File: src/sv/spq_pkg.sv
// package for the stable sorted priority queue
// constants, state and status codes used by the modules; no dependencies
`timescale 1ns / 1ps
`default_nettype none
package spq_pkg;

  localparam int QUEUE_DEPTH   = 64;
  localparam int HANDLE_BITS   = 16;
  localparam int SOURCE_BITS   = 8;
  localparam int PRIORITY_BITS = 4;
  localparam int NUM_PRIO      = 1 << PRIORITY_BITS;
  localparam int PTR_W         = $clog2(QUEUE_DEPTH);
  localparam int CNT_W         = $clog2(QUEUE_DEPTH + 1);
  localparam int IN_DATA_W     = ((HANDLE_BITS + SOURCE_BITS + PRIORITY_BITS + 7) / 8) * 8;
  localparam int OUT_FIELDS_W  = HANDLE_BITS + SOURCE_BITS + PRIORITY_BITS + CNT_W;
  localparam int OUT_DATA_W    = ((OUT_FIELDS_W + 7) / 8) * 8;

  localparam logic CMD_PUSH = 1'b0;
  localparam logic CMD_POP  = 1'b1;

  typedef enum logic [1:0] {
    ST_OK    = 2'd0,
    ST_FULL  = 2'd1,
    ST_EMPTY = 2'd2
  } status_t;

  typedef enum logic [1:0] {
    S_IDLE,
    S_PUSH_FIX,
    S_POP_RD
  } state_t;

  typedef logic [PTR_W-1:0]         ptr_t;
  typedef logic [PRIORITY_BITS-1:0] prio_t;

endpackage
`default_nettype wire

File: src/sv/spq_lowest.sv
// finds the lowest priority class that holds at least one entry
// depends on spq_pkg
`timescale 1ns / 1ps
`default_nettype none
module spq_lowest
  import spq_pkg::*;
(
  input  wire logic [NUM_PRIO-1:0] nonempty,
  output prio_t                    lowest
);

  // scan from the top so the lowest set bit wins
  always_comb begin
    lowest = '0;
    for (int i = NUM_PRIO - 1; i >= 0; i--) begin
      if (nonempty[i]) begin
        lowest = prio_t'(i);
      end
    end
  end

endmodule
`default_nettype wire

File: src/sv/stable_sorted_priority_queue.sv
// top level of the stable sorted priority queue
// depends on spq_pkg and spq_lowest
//
// usage:
//   in_ beats carry one request. in_tuser is the command (push or pop),
//   in_tdata the entry fields. every request gives exactly one out_ beat with
//   a status (ok, full, empty), the removed head on a good pop, and the
//   occupancy after the request.
//   entries live in a shared slot memory; each priority class is a linked
//   list (head/tail per class) threaded through a next-pointer memory, so
//   the lowest nonempty class gives the head and arrival order is kept.
//   freed slots go on a free list in the same next-pointer memory; slots
//   never used yet are handed out by a counter, so no clearing pass is run.
//   a push result is registered and shows the cycle after acceptance; a pop
//   result first passes through the registered memory read in S_POP_RD.
//   a pop spends the S_POP_RD state on the memory read, while a push that
//   reuses a freed slot updates the free list in S_PUSH_FIX while its result
//   is offered.
//   a new request is taken only once the previous result has been taken.
//   reset empties the queue and holds in_tready low; a stalled receiver holds
//   the result and the input side waits.
`timescale 1ns / 1ps
`default_nettype none
module stable_sorted_priority_queue
  import spq_pkg::*;
(
  input  wire logic                  clk,
  input  wire logic                  rst_n,
  input  wire logic                  in_tvalid,
  output logic                       in_tready,
  // tdata: packet_handle, source_id, priority_req, zero fill
  input  wire logic [IN_DATA_W-1:0]  in_tdata,
  // tuser: cmd
  input  wire logic                  in_tuser,
  output logic                       out_tvalid,
  input  wire logic                  out_tready,
  // tdata: popped_handle, popped_source, popped_priority, occupancy, zero fill
  output logic [OUT_DATA_W-1:0]      out_tdata,
  // tuser: status
  output logic [1:0]                 out_tuser
);

  localparam int ENTRY_W = HANDLE_BITS + SOURCE_BITS;

  // input fields
  logic [HANDLE_BITS-1:0] in_handle;
  logic [SOURCE_BITS-1:0] in_source;
  prio_t                  in_prio;
  assign in_handle = in_tdata[HANDLE_BITS-1:0];
  assign in_source = in_tdata[HANDLE_BITS +: SOURCE_BITS];
  assign in_prio   = in_tdata[HANDLE_BITS + SOURCE_BITS +: PRIORITY_BITS];

  // memories
  logic [ENTRY_W-1:0] data_mem [QUEUE_DEPTH];
  ptr_t               next_mem [QUEUE_DEPTH];

  // control state
  state_t                state_r, state_nxt;
  logic [NUM_PRIO-1:0]   nonempty_r, nonempty_nxt;
  ptr_t                  head_r [NUM_PRIO];
  ptr_t                  tail_r [NUM_PRIO];
  ptr_t                  free_head_r, free_head_nxt;
  logic [CNT_W-1:0]      fresh_r, fresh_nxt;
  logic [CNT_W-1:0]      occ_r, occ_nxt;
  prio_t                 pop_prio_r, pop_prio_nxt;
  ptr_t                  pop_slot_r, pop_slot_nxt;

  // output register
  logic                   out_valid_r, out_valid_nxt;
  status_t                out_status_r, out_status_nxt;
  logic [HANDLE_BITS-1:0] out_handle_r, out_handle_nxt;
  logic [SOURCE_BITS-1:0] out_source_r, out_source_nxt;
  prio_t                  out_prio_r, out_prio_nxt;
  logic [CNT_W-1:0]       out_occ_r, out_occ_nxt;

  // memory ports
  logic               data_we;
  ptr_t               data_waddr, data_raddr;
  logic [ENTRY_W-1:0] data_wdata, data_rd_r;
  logic               next_we;
  ptr_t               next_waddr, next_raddr, next_wdata, next_rd_r;

  // class table updates
  logic  head_we, tail_we;
  prio_t head_widx, tail_widx;
  ptr_t  head_wdata, tail_wdata;

  prio_t lowest;
  prio_t sel_prio;
  ptr_t  sel_head, sel_tail;
  logic  accept;

  spq_lowest u_lowest (
    .nonempty (nonempty_r),
    .lowest   (lowest)
  );

  assign accept   = in_tvalid && in_tready;
  assign sel_prio = (state_r == S_POP_RD) ? pop_prio_r
                  : ((in_tuser == CMD_POP) ? lowest : in_prio);
  assign sel_head = head_r[sel_prio];
  assign sel_tail = tail_r[sel_prio];

  // memories: one write and one registered read each
  always_ff @(posedge clk) begin
    if (data_we) begin
      data_mem[data_waddr] <= data_wdata;
    end
    data_rd_r <= data_mem[data_raddr];
  end

  always_ff @(posedge clk) begin
    if (next_we) begin
      next_mem[next_waddr] <= next_wdata;
    end
    next_rd_r <= next_mem[next_raddr];
  end

  // per-class head and tail pointers
  always_ff @(posedge clk) begin
    if (head_we) begin
      head_r[head_widx] <= head_wdata;
    end
    if (tail_we) begin
      tail_r[tail_widx] <= tail_wdata;
    end
  end

  // state registers
  always_ff @(posedge clk) begin
    if (!rst_n) begin
      state_r     <= S_IDLE;
      nonempty_r  <= '0;
      free_head_r <= '0;
      fresh_r     <= '0;
      occ_r       <= '0;
      out_valid_r <= 1'b0;
    end else begin
      state_r     <= state_nxt;
      nonempty_r  <= nonempty_nxt;
      free_head_r <= free_head_nxt;
      fresh_r     <= fresh_nxt;
      occ_r       <= occ_nxt;
      out_valid_r <= out_valid_nxt;
    end
  end

  // payload registers
  always_ff @(posedge clk) begin
    pop_prio_r   <= pop_prio_nxt;
    pop_slot_r   <= pop_slot_nxt;
    out_status_r <= out_status_nxt;
    out_handle_r <= out_handle_nxt;
    out_source_r <= out_source_nxt;
    out_prio_r   <= out_prio_nxt;
    out_occ_r    <= out_occ_nxt;
  end

  // sequencer
  always_comb begin
    state_nxt      = state_r;
    nonempty_nxt   = nonempty_r;
    free_head_nxt  = free_head_r;
    fresh_nxt      = fresh_r;
    occ_nxt        = occ_r;
    pop_prio_nxt   = pop_prio_r;
    pop_slot_nxt   = pop_slot_r;
    out_valid_nxt  = out_valid_r && !out_tready;
    out_status_nxt = out_status_r;
    out_handle_nxt = out_handle_r;
    out_source_nxt = out_source_r;
    out_prio_nxt   = out_prio_r;
    out_occ_nxt    = out_occ_r;
    in_tready      = 1'b0;
    data_we        = 1'b0;
    data_waddr     = '0;
    data_wdata     = {in_source, in_handle};
    data_raddr     = sel_head;
    next_we        = 1'b0;
    next_waddr     = sel_tail;
    next_wdata     = '0;
    next_raddr     = free_head_r;
    head_we        = 1'b0;
    head_widx      = sel_prio;
    head_wdata     = '0;
    tail_we        = 1'b0;
    tail_widx      = sel_prio;
    tail_wdata     = '0;

    unique case (state_r)
      S_IDLE: begin
        in_tready = rst_n && !out_valid_r;
        if (accept) begin
          out_valid_nxt  = 1'b1;
          out_handle_nxt = '0;
          out_source_nxt = '0;
          out_prio_nxt   = '0;
          if (in_tuser == CMD_PUSH) begin
            if (occ_r == CNT_W'(QUEUE_DEPTH)) begin
              out_status_nxt = ST_FULL;
              out_occ_nxt    = occ_r;
            end else begin
              // take a never-used slot first, else the free list head
              if (fresh_r != CNT_W'(QUEUE_DEPTH)) begin
                data_waddr = fresh_r[PTR_W-1:0];
                fresh_nxt  = fresh_r + CNT_W'(1);
              end else begin
                data_waddr = free_head_r;
                next_raddr = free_head_r;
                state_nxt  = S_PUSH_FIX;
              end
              data_we = 1'b1;
              // append to the tail of its class
              if (nonempty_r[in_prio]) begin
                next_we    = 1'b1;
                next_waddr = sel_tail;
                next_wdata = data_waddr;
              end else begin
                head_we    = 1'b1;
                head_wdata = data_waddr;
              end
              tail_we                = 1'b1;
              tail_wdata             = data_waddr;
              nonempty_nxt[in_prio]  = 1'b1;
              occ_nxt                = occ_r + CNT_W'(1);
              out_status_nxt         = ST_OK;
              out_occ_nxt            = occ_r + CNT_W'(1);
            end
          end else begin
            if (occ_r == '0) begin
              out_status_nxt = ST_EMPTY;
              out_occ_nxt    = occ_r;
            end else begin
              // read head entry and its successor, finish next cycle
              out_valid_nxt = 1'b0;
              data_raddr    = sel_head;
              next_raddr    = sel_head;
              pop_prio_nxt  = lowest;
              pop_slot_nxt  = sel_head;
              state_nxt     = S_POP_RD;
            end
          end
        end
      end
      S_PUSH_FIX: begin
        free_head_nxt = next_rd_r;
        state_nxt     = S_IDLE;
      end
      S_POP_RD: begin
        if (sel_head == sel_tail) begin
          nonempty_nxt[pop_prio_r] = 1'b0;
        end else begin
          head_we    = 1'b1;
          head_wdata = next_rd_r;
        end
        // slot goes back on the free list
        next_we        = 1'b1;
        next_waddr     = pop_slot_r;
        next_wdata     = free_head_r;
        free_head_nxt  = pop_slot_r;
        occ_nxt        = occ_r - CNT_W'(1);
        out_valid_nxt  = 1'b1;
        out_status_nxt = ST_OK;
        out_handle_nxt = data_rd_r[HANDLE_BITS-1:0];
        out_source_nxt = data_rd_r[HANDLE_BITS +: SOURCE_BITS];
        out_prio_nxt   = pop_prio_r;
        out_occ_nxt    = occ_r - CNT_W'(1);
        state_nxt      = S_IDLE;
      end
      default: begin
        state_nxt = S_IDLE;
      end
    endcase
  end

  // output beat
  assign out_tvalid = out_valid_r;
  assign out_tuser  = out_status_r;
  assign out_tdata  = OUT_DATA_W'({out_occ_r, out_prio_r, out_source_r, out_handle_r});

endmodule
`default_nettype wire

File: config.mk
export PLATFORM = sky130hd
export DESIGN_NAME = stable_sorted_priority_queue
export DESIGN_NICKNAME = d
export VERILOG_FILES = /design/src/sv/spq_pkg.sv /design/src/sv/spq_lowest.sv /design/src/sv/stable_sorted_priority_queue.sv
export SDC_FILE = /design/constraint.sdc
export NUM_CORES = 2
export LEC_CHECK = 0
export BUFFER_PORTS_ARGS = -buffer_cell sky130_fd_sc_hd__buf_2
export CAP_MARGIN = 40
export CORE_ASPECT_RATIO = 1.75
export CORE_UTILIZATION = 25
export CTS_BUF_LIST = sky130_fd_sc_hd__clkbuf_8
export DETAILED_ROUTE_END_ITERATION = 10
export GPL_ROUTABILITY_DRIVEN = 0
export RECOVER_POWER = 100
export SLEW_MARGIN = 40
export SYNTH_ARGS = -nofsm -noshare
export SYNTH_HDL_FRONTEND = slang
export SYNTH_SLANG_ARGS = --single-unit
File: constraint.sdc
create_clock -name clk -period 17.1 [get_ports clk]
set_input_delay 3.42 -clock clk [delete_from_list [all_inputs] [get_ports clk]]
set_output_delay 3.42 -clock clk [all_outputs]
set_load 0.05 [all_outputs]
# --- Word level (Yosys, flattened, before mapping) ---
# Memories as Yosys holds them, arrays and structs flattened. A register that Yosys moved wholly into a read port is not among the register bits.
# Cells that the tools add are included.
# Widths: inputs -> output; s select.
op_classes:
  n_addsub: 3
  magnitude_cmp: 4
  n_eq_ne: 13
  mux: 100
  bitwise: 6
  n_reduce_logical: 19
ops:
  columns: ["cell", "n"]
  rows:
  - ["$mux 6", 19]
  - ["$mux 16", 5]
  - ["$mux 4", 19]
  - ["$pmux 16 s2", 2]
  - ["$mux 7", 6]
  - ["$pmux 6 s2", 3]
  - ["$pmux 7 s2", 2]
  - ["$mux 1", 27]
  - ["$and 16x16->16", 1]
  - ["$not 16->16", 1]
  - ["$or 16x16->16", 1]
  - ["$pmux 8 s2", 1]
  - ["$add 7x1->7 const B", 2]
  - ["$mux 2", 7]
  - ["$ne 2x2->1 const B", 6]
  - ["$lt 4x5->1 const B", 2]
  - ["$reduce_and 5->1", 2]
  - ["$demux 1 s4", 2]
  - ["$ge 4x1->1 const B", 2]
  - ["$mux 8", 1]
  - ["$pmux 4 s2", 1]
  - ["$reduce_and 4->1", 2]
  - ["$eq 7x7->1 const B", 1]
  - ["$logic_not 7->1", 1]
  - ["17 further kinds", 29]
word_totals:
  regBits: 86
  ramBits: 2112
  in_bits: 37
  output_inout_bits: 44
  n_memories: 4
memory_table:
  columns: ["memory", "depth", "width", "read_ports", "rd_ports_with_merged_regs", "wr", "line", "source"]
  rows:
  - ["data_mem", 64, 24, 1, 1, 1, "stable_sorted_priority_queue.sv:54", "logic [ENTRY_W-1:0] data_mem [QUEUE_DEPTH];"]
  - ["next_mem", 64, 6, 1, 1, 1, "stable_sorted_priority_queue.sv:55", "ptr_t next_mem [QUEUE_DEPTH];"]
  - ["head_r", 16, 6, 1, 0, 1, "stable_sorted_priority_queue.sv:60", "ptr_t head_r [NUM_PRIO];"]
  - ["tail_r", 16, 6, 1, 0, 1, "stable_sorted_priority_queue.sv:61", "ptr_t tail_r [NUM_PRIO];"]

# --- Longest topological paths before layout ---
# An unclocked memory read counts as a cell.
logic_depth:
  depth_word: 24
  depth_mapped: 21

# --- By module ---
# A second synthesis with hierarchy kept.
unflattened:
  hier_cells: 5992
  area_unflattened_um2: 88164.6
modules_own_cells:
  columns: ["mod", "n_inst", "cells_per_inst", "area_each_um2"]
  rows:
  - ["stable_sorted_priority_queue", 1, 5961, 87985.6]
  - ["spq_lowest", 1, 31, 178.9]

# --- Worst setup path after synthesis ---
# Ideal clock, no wire load.
synth_timing:
  path_type: "in2reg"
  start: "in rst_n"
  end: "mem next_mem[0][5] (netlist bit) (data pin)"
  setup_time_ps: 702
  t_arrival_ps: 7687
  path_slack_ps: 8711
  path_stages: 7
  n_path_buf: 1
  path_cell_list: "nand2_1 nor2_1 nand2_1 nor3_1 clkbuf_1 nand2b_1 o21ai_0"
synth_between:
  elab_chain_len: 5
synth_rtl:
  columns: ["element", "line", "source"]
  rows:
  - ["from (decl)", "stable_sorted_priority_queue.sv:28", "input wire logic rst_n,"]
  - ["$logic_and 1x1->1", "stable_sorted_priority_queue.sv:192", "in_tready = rst_n && !out_valid_r;"]
  - ["$mux 1", "stable_sorted_priority_queue.sv:190", "unique case (state_r)"]
  - ["net in_tready", "stable_sorted_priority_queue.sv:30", "output logic in_tready,"]
  - ["$logic_and 1x1->1", "stable_sorted_priority_queue.sv:98", "assign accept = in_tvalid && in_tready;"]
  - ["$mux 6", "stable_sorted_priority_queue.sv:193", "if (accept) begin"]
  - ["$pmux 6 s2", "stable_sorted_priority_queue.sv:190", null]
  - ["net next_wdata[5]", "stable_sorted_priority_queue.sv:81", "ptr_t next_waddr, next_raddr, next_wdata, next_rd_r;"]
  - ["to (decl)", "stable_sorted_priority_queue.sv:55", null]
# The timed path passes the listed nets, and every way through them passes these cells.

# --- Worst setup path after layout ---
layout_timing:
  start: "in in_tuser"
  end: "reg data_rd_r[5], read port of data_mem"
layout_between:
  elab_chain_len: 3
layout_rtl:
  columns: ["element", "line", "source"]
  rows:
  - ["from (decl)", "stable_sorted_priority_queue.sv:34", "input wire logic in_tuser,"]
  - ["$mux 4", "stable_sorted_priority_queue.sv:100", ": ((in_tuser == CMD_POP) ? lowest : in_prio);"]
  - ["$mux 4", "stable_sorted_priority_queue.sv:99", "assign sel_prio = (state_r == S_POP_RD) ? pop_prio_r"]
  - ["$mem_v2 16x6", null, null]
  - ["to (decl)", "stable_sorted_priority_queue.sv:79", "logic [ENTRY_W-1:0] data_wdata, data_rd_r;"]
# Every way passes these cells.
# A chain may end at the register's enable or synchronous reset.

==> impl_metrics.csv <==
group,metric,value,unit
status,status,"finished with violations",
status,violations,"capacitance limit, slew limit",
power_and_ir_drop,internal-power,8.54,mW
sta,tightest_slew,4.05,ns
finish,layout_common_cells,"edfxtp_1 (2159), nand2_1 (1386), nand3_1 (532)",
min_path,hold_path.startpoint,"data_rd_r[9]",
setup_path,cp_top_family,"buffers and inverters",
sta,min_period_over_period,76.6,%
synthesis,synth_top_area_share,71.4,%
synthesis,synth_seq_cells,2228,
power_and_ir_drop,ir_worst_vdd,0.0618,mV
detailed_routing,drtIter0Drc,5466,
clock_tree,cts_tree,"done",
setup_path,r2r-end,"data_rd_r[5]",
clock_tree,cts.path.max_buffers,4,
sta,finalSetupViolCount,0,
clock_tree,path_clk_slew,0.07,ns
setup_path,cp-start-kind,"input port",
min_path,hp-class,"register to register",
detailed_routing,antenna_left,0,
setup_path,end_kind,"register",
placement,dp_hpwl,164,mm
finish,drive_gt1_share,10.5,%
clock_tree,insertion_delay,1.00,ns
clock_tree,ctsRootBufferMaster,"clkbuf_8",
clock_tree,clock_sinks,2228,
clock_tree,hold_buffers,0,
synthesis,async_flop_share,0,%
grt,grt_pass1_wl,383,mm
setup_path,crit_chain,"clkbuf_1 > nand2b_1 > buf_4 > nor2_1 > a21boi_4 > clkbuf_1 > mux2i_1 > o22a_4 > nand3_4 > clkbuf_1 > buf_4 > buf_6 > nand2_1 > nand3_1 > a311oi_1 > nor4_2 > a211o_1",
clock_tree,cts_htree_levels,5,
die,start_util,25.1,%
die,io_pins,81,
job,cap_violations,96,
setup_path,rr_worst_depth,18,
setup_path,critPathBufInv,6,
die,die_h,799,um
min_path,holdPathEnd,"out_handle_r[9]",
synthesis,yosys_warnings,0,
setup_path,cpPeakStageDelay,2.22,ns
power_and_ir_drop,seqPwrFrac,50.5,%
detailed_routing,wirelength,266,mm
die,dieArea,366000,um^2
power_and_ir_drop,p_comb_share,16.2,%
sta,tns,0,ns
sta,slew_viol_final,3388,
synthesis,syn_inst,6508,
finish,area_growth,13.2,%
finish,final_common_cell,"edfxtp_1",
sta,period_needed,13.10,ns
detailed_routing,viasPerCell,4.93,
finish,nFillCells,36040,
synthesis,ys_types,91,
synthesis,avgSynthCellArea,13.9,um^2
power_and_ir_drop,power.switching,3.49,mW
sta,hold_violations,0,
sta,rsz0062_at_grt,"false",
clock_tree,cts_buffers,300,
placement,port-buffer-count,71,
setup_path,worstPathRequired,17.95,ns
power_and_ir_drop,switching_share,29.0,%
setup_path,rrSetupSlack,4.27,ns
grt,antenna_found_initial,9,
synthesis,synthTopCellsByArea,"edfxtp_1 (71%), nand2_1 (5.7%), nand3_1 (2.9%)",
setup_path,cp_slowest_cell,"clkbuf_1",
setup_path,cpMostUsedCell,"clkbuf_1",
sta,fin_worst_skew,0.151,ns
synthesis,yosysTopAreaCell,"edfxtp_1",
synthesis,netlist_area,90800,um^2
sta,worst_hold_slack,0.516,ns
setup_path,arrival,13.95,ns
detailed_routing,drc_errors,0,
power_and_ir_drop,power_density,117,nW/um^2
synthesis,ys.flop_type,"edfxtp_1",
grt,overflow,0,
synthesis,ys_seq_area_share,72.9,%
grt,grt_max_degree,139,
detailed_routing,vias,57081,
power_and_ir_drop,p_leak,32.2,nW
clock_tree,cts_resized,0,
min_path,worstHoldPathCells,1,
synthesis,synth_edf_count,2159,
sta,max_slew_margin,-170,%
die,rows,292,
clock_tree,post_cts_buffers,0,
sta,fmax,0.0763,GHz
die,die_width,458,um
detailed_routing,dr.pass1.iters,8,
finish,finalNetCount,6690,
grt,first_global_vias,56762,
setup_path,reg2reg_from,"state_r[0]",
setup_path,crit_type,"input port to register",
die,core_area,361000,um^2
detailed_routing,wl_per_cell,23.0,um
power_and_ir_drop,clkPwrFrac,33.3,%
setup_path,crit_path_max_fanout,95,
grt,grt_usage,14.0,%
worst register-to-register path, cell delays in order, from the launching register on:
cell and delay, ns:
dfxtp_1 0.31, inv_1 0.10, ha_1 1.16, clkbuf_1 1.60, nand2b_1 0.50, o31ai_4 0.28, a21boi_4 0.25, clkbuf_1 2.22
mux2i_1 0.59, o22a_4 0.45, nand3_4 0.40, clkbuf_1 1.89, buf_4 0.77, buf_6 0.64, nand2_1 0.24, nand3_1 0.12
a311oi_1 0.16, nor4_2 0.68, a211o_1 0.32
cell usage after synthesis, drive strengths merged (7+ instances only):
cell type / instances
a211oi: 112
and4: 99
buf: 202
clkbuf: 261
o211ai: 29
and3: 12
mux2: 8
nand3: 533
o21bai: 7
a311oi: 233
nand4: 102
and3b: 13
nor2b: 9
or4: 9
a22oi: 16
mux4: 59
inv: 42
edfxtp: 2159
a32oi: 42
nor2: 209
a211o: 32
nor3: 57
dfxtp: 69
a21oi: 121
mux2i: 250
o21ai: 66
xor2: 13
o32ai: 8
o22ai: 9
o2111ai: 12
nor3b: 7
and2: 67
a221oi: 8
or3: 9
a31oi: 37
a21o: 7
nor4: 54
nand2: 1387
xnor2: 13
a32o: 30
nand2b: 27
worst max-delay path by stage:
stage                  start             end  slack, ns  cells past startpoint
global placement    in_tuser    data_rd_r[5]       6.51                     14
CTS                 in_tuser   data_rd_r[21]       7.75                     16
global route        in_tuser   data_rd_r[21]       3.69                     18
detailed placement  in_tuser   data_rd_r[21]       6.71                     16
finish              in_tuser    data_rd_r[5]       4.00                     17
floorplan              rst_n  next_mem[0][5]       8.71                      7
through the flow:
| step | setup WS, ns | utilization [%] | power (mW) | instances | instance area (um^2) |
|---|---|---|---|---|---|
| after global placement | 6.51 | 26.9 | 8.06 | 11031 | 97200 |
| after floorplan | 8.71 | - | 7.29 | 6512 | 90800 |
| final | 4.00 | 28.4 | 12.0 | 11577 | 103000 |
| after global routing | 3.69 | 28.4 | 12.4 | 11573 | 103000 |
| after CTS | 7.75 | 28.7 | 12.1 | 11567 | 104000 |
| after detailed placement | 6.71 | 27.1 | 8.12 | 11045 | 97900 |
power by group through the flow:
stage / combinational [mW] / clock (mW) / sequential, mW
6_report: 1.95 / 4.01 / 6.07
3_5_place_dp: 1.94 / 0 / 6.18
2_1_floorplan: 1.13 / 0 / 6.16
4_1_cts: 1.95 / 4.08 / 6.06
3_3_place_gp: 1.89 / 0 / 6.17
5_1_grt: 2.05 / 4.27 / 6.07
registers in the layout, summed over array words and instances, names as in the netlist:
signal and flops:
state_r 2, data_rd_r 24, occ_r 7, out_tuser 2, next_rd_r 6, out_prio_r 4, out_source_r 8, pop_prio_r 4
out_occ_r 7, pop_slot_r 6, tail_r 96, out_handle_r 16, data_mem 1536, nonempty_r 16, out_tvalid 1, head_r 96
free_head_r 6, next_mem 384, fresh_r 7
cells by family (layout without fill, tap and decap cells):
| kind of cell | Yosys count | in the layout | share of synthesized area, % |
|---|---|---|---|
| other | 1 | 11 | 0.00413 |
| AND/OR/NAND/NOR | 2607 | 2607 | 13.1 |
| flip-flops | 2228 | 2228 | 72.9 |
| buffers and inverters | 508 | 863 | 2.37 |
| adder cells (fa/ha/maj) | 6 | 6 | 0.0827 |
| multiplexers | 317 | 317 | 4.34 |
| XOR/XNOR | 26 | 26 | 0.251 |
| AO/OA/AOI/OAI | 815 | 815 | 6.89 |
final cells by class:
type	count	area [um^2]	area share, %
flip-flops and latches	2228	66200	64.4
multi-input cells	3776	23200	22.5
well taps	4704	5890	5.73
clock buffers	318	4380	4.26
repair buffers	296	1580	1.54
clock inverters	204	1360	1.33
inverters	45	190	0.185
diodes	6	15.0	0.0146
per-layer routing:
metal | track usage, % | vias to the layer above | share of wire (%)
li1 | - | 25204 | -
met1 | 14.5 | 28695 | 34
met2 | 25.4 | 2466 | 51
met3 | 2.16 | 712 | 6.3
met4 | 10.6 | 4 | 8.3
met5 | 0 | - | 0.0098
Note: power is estimated with default switching activity, not from simulation.
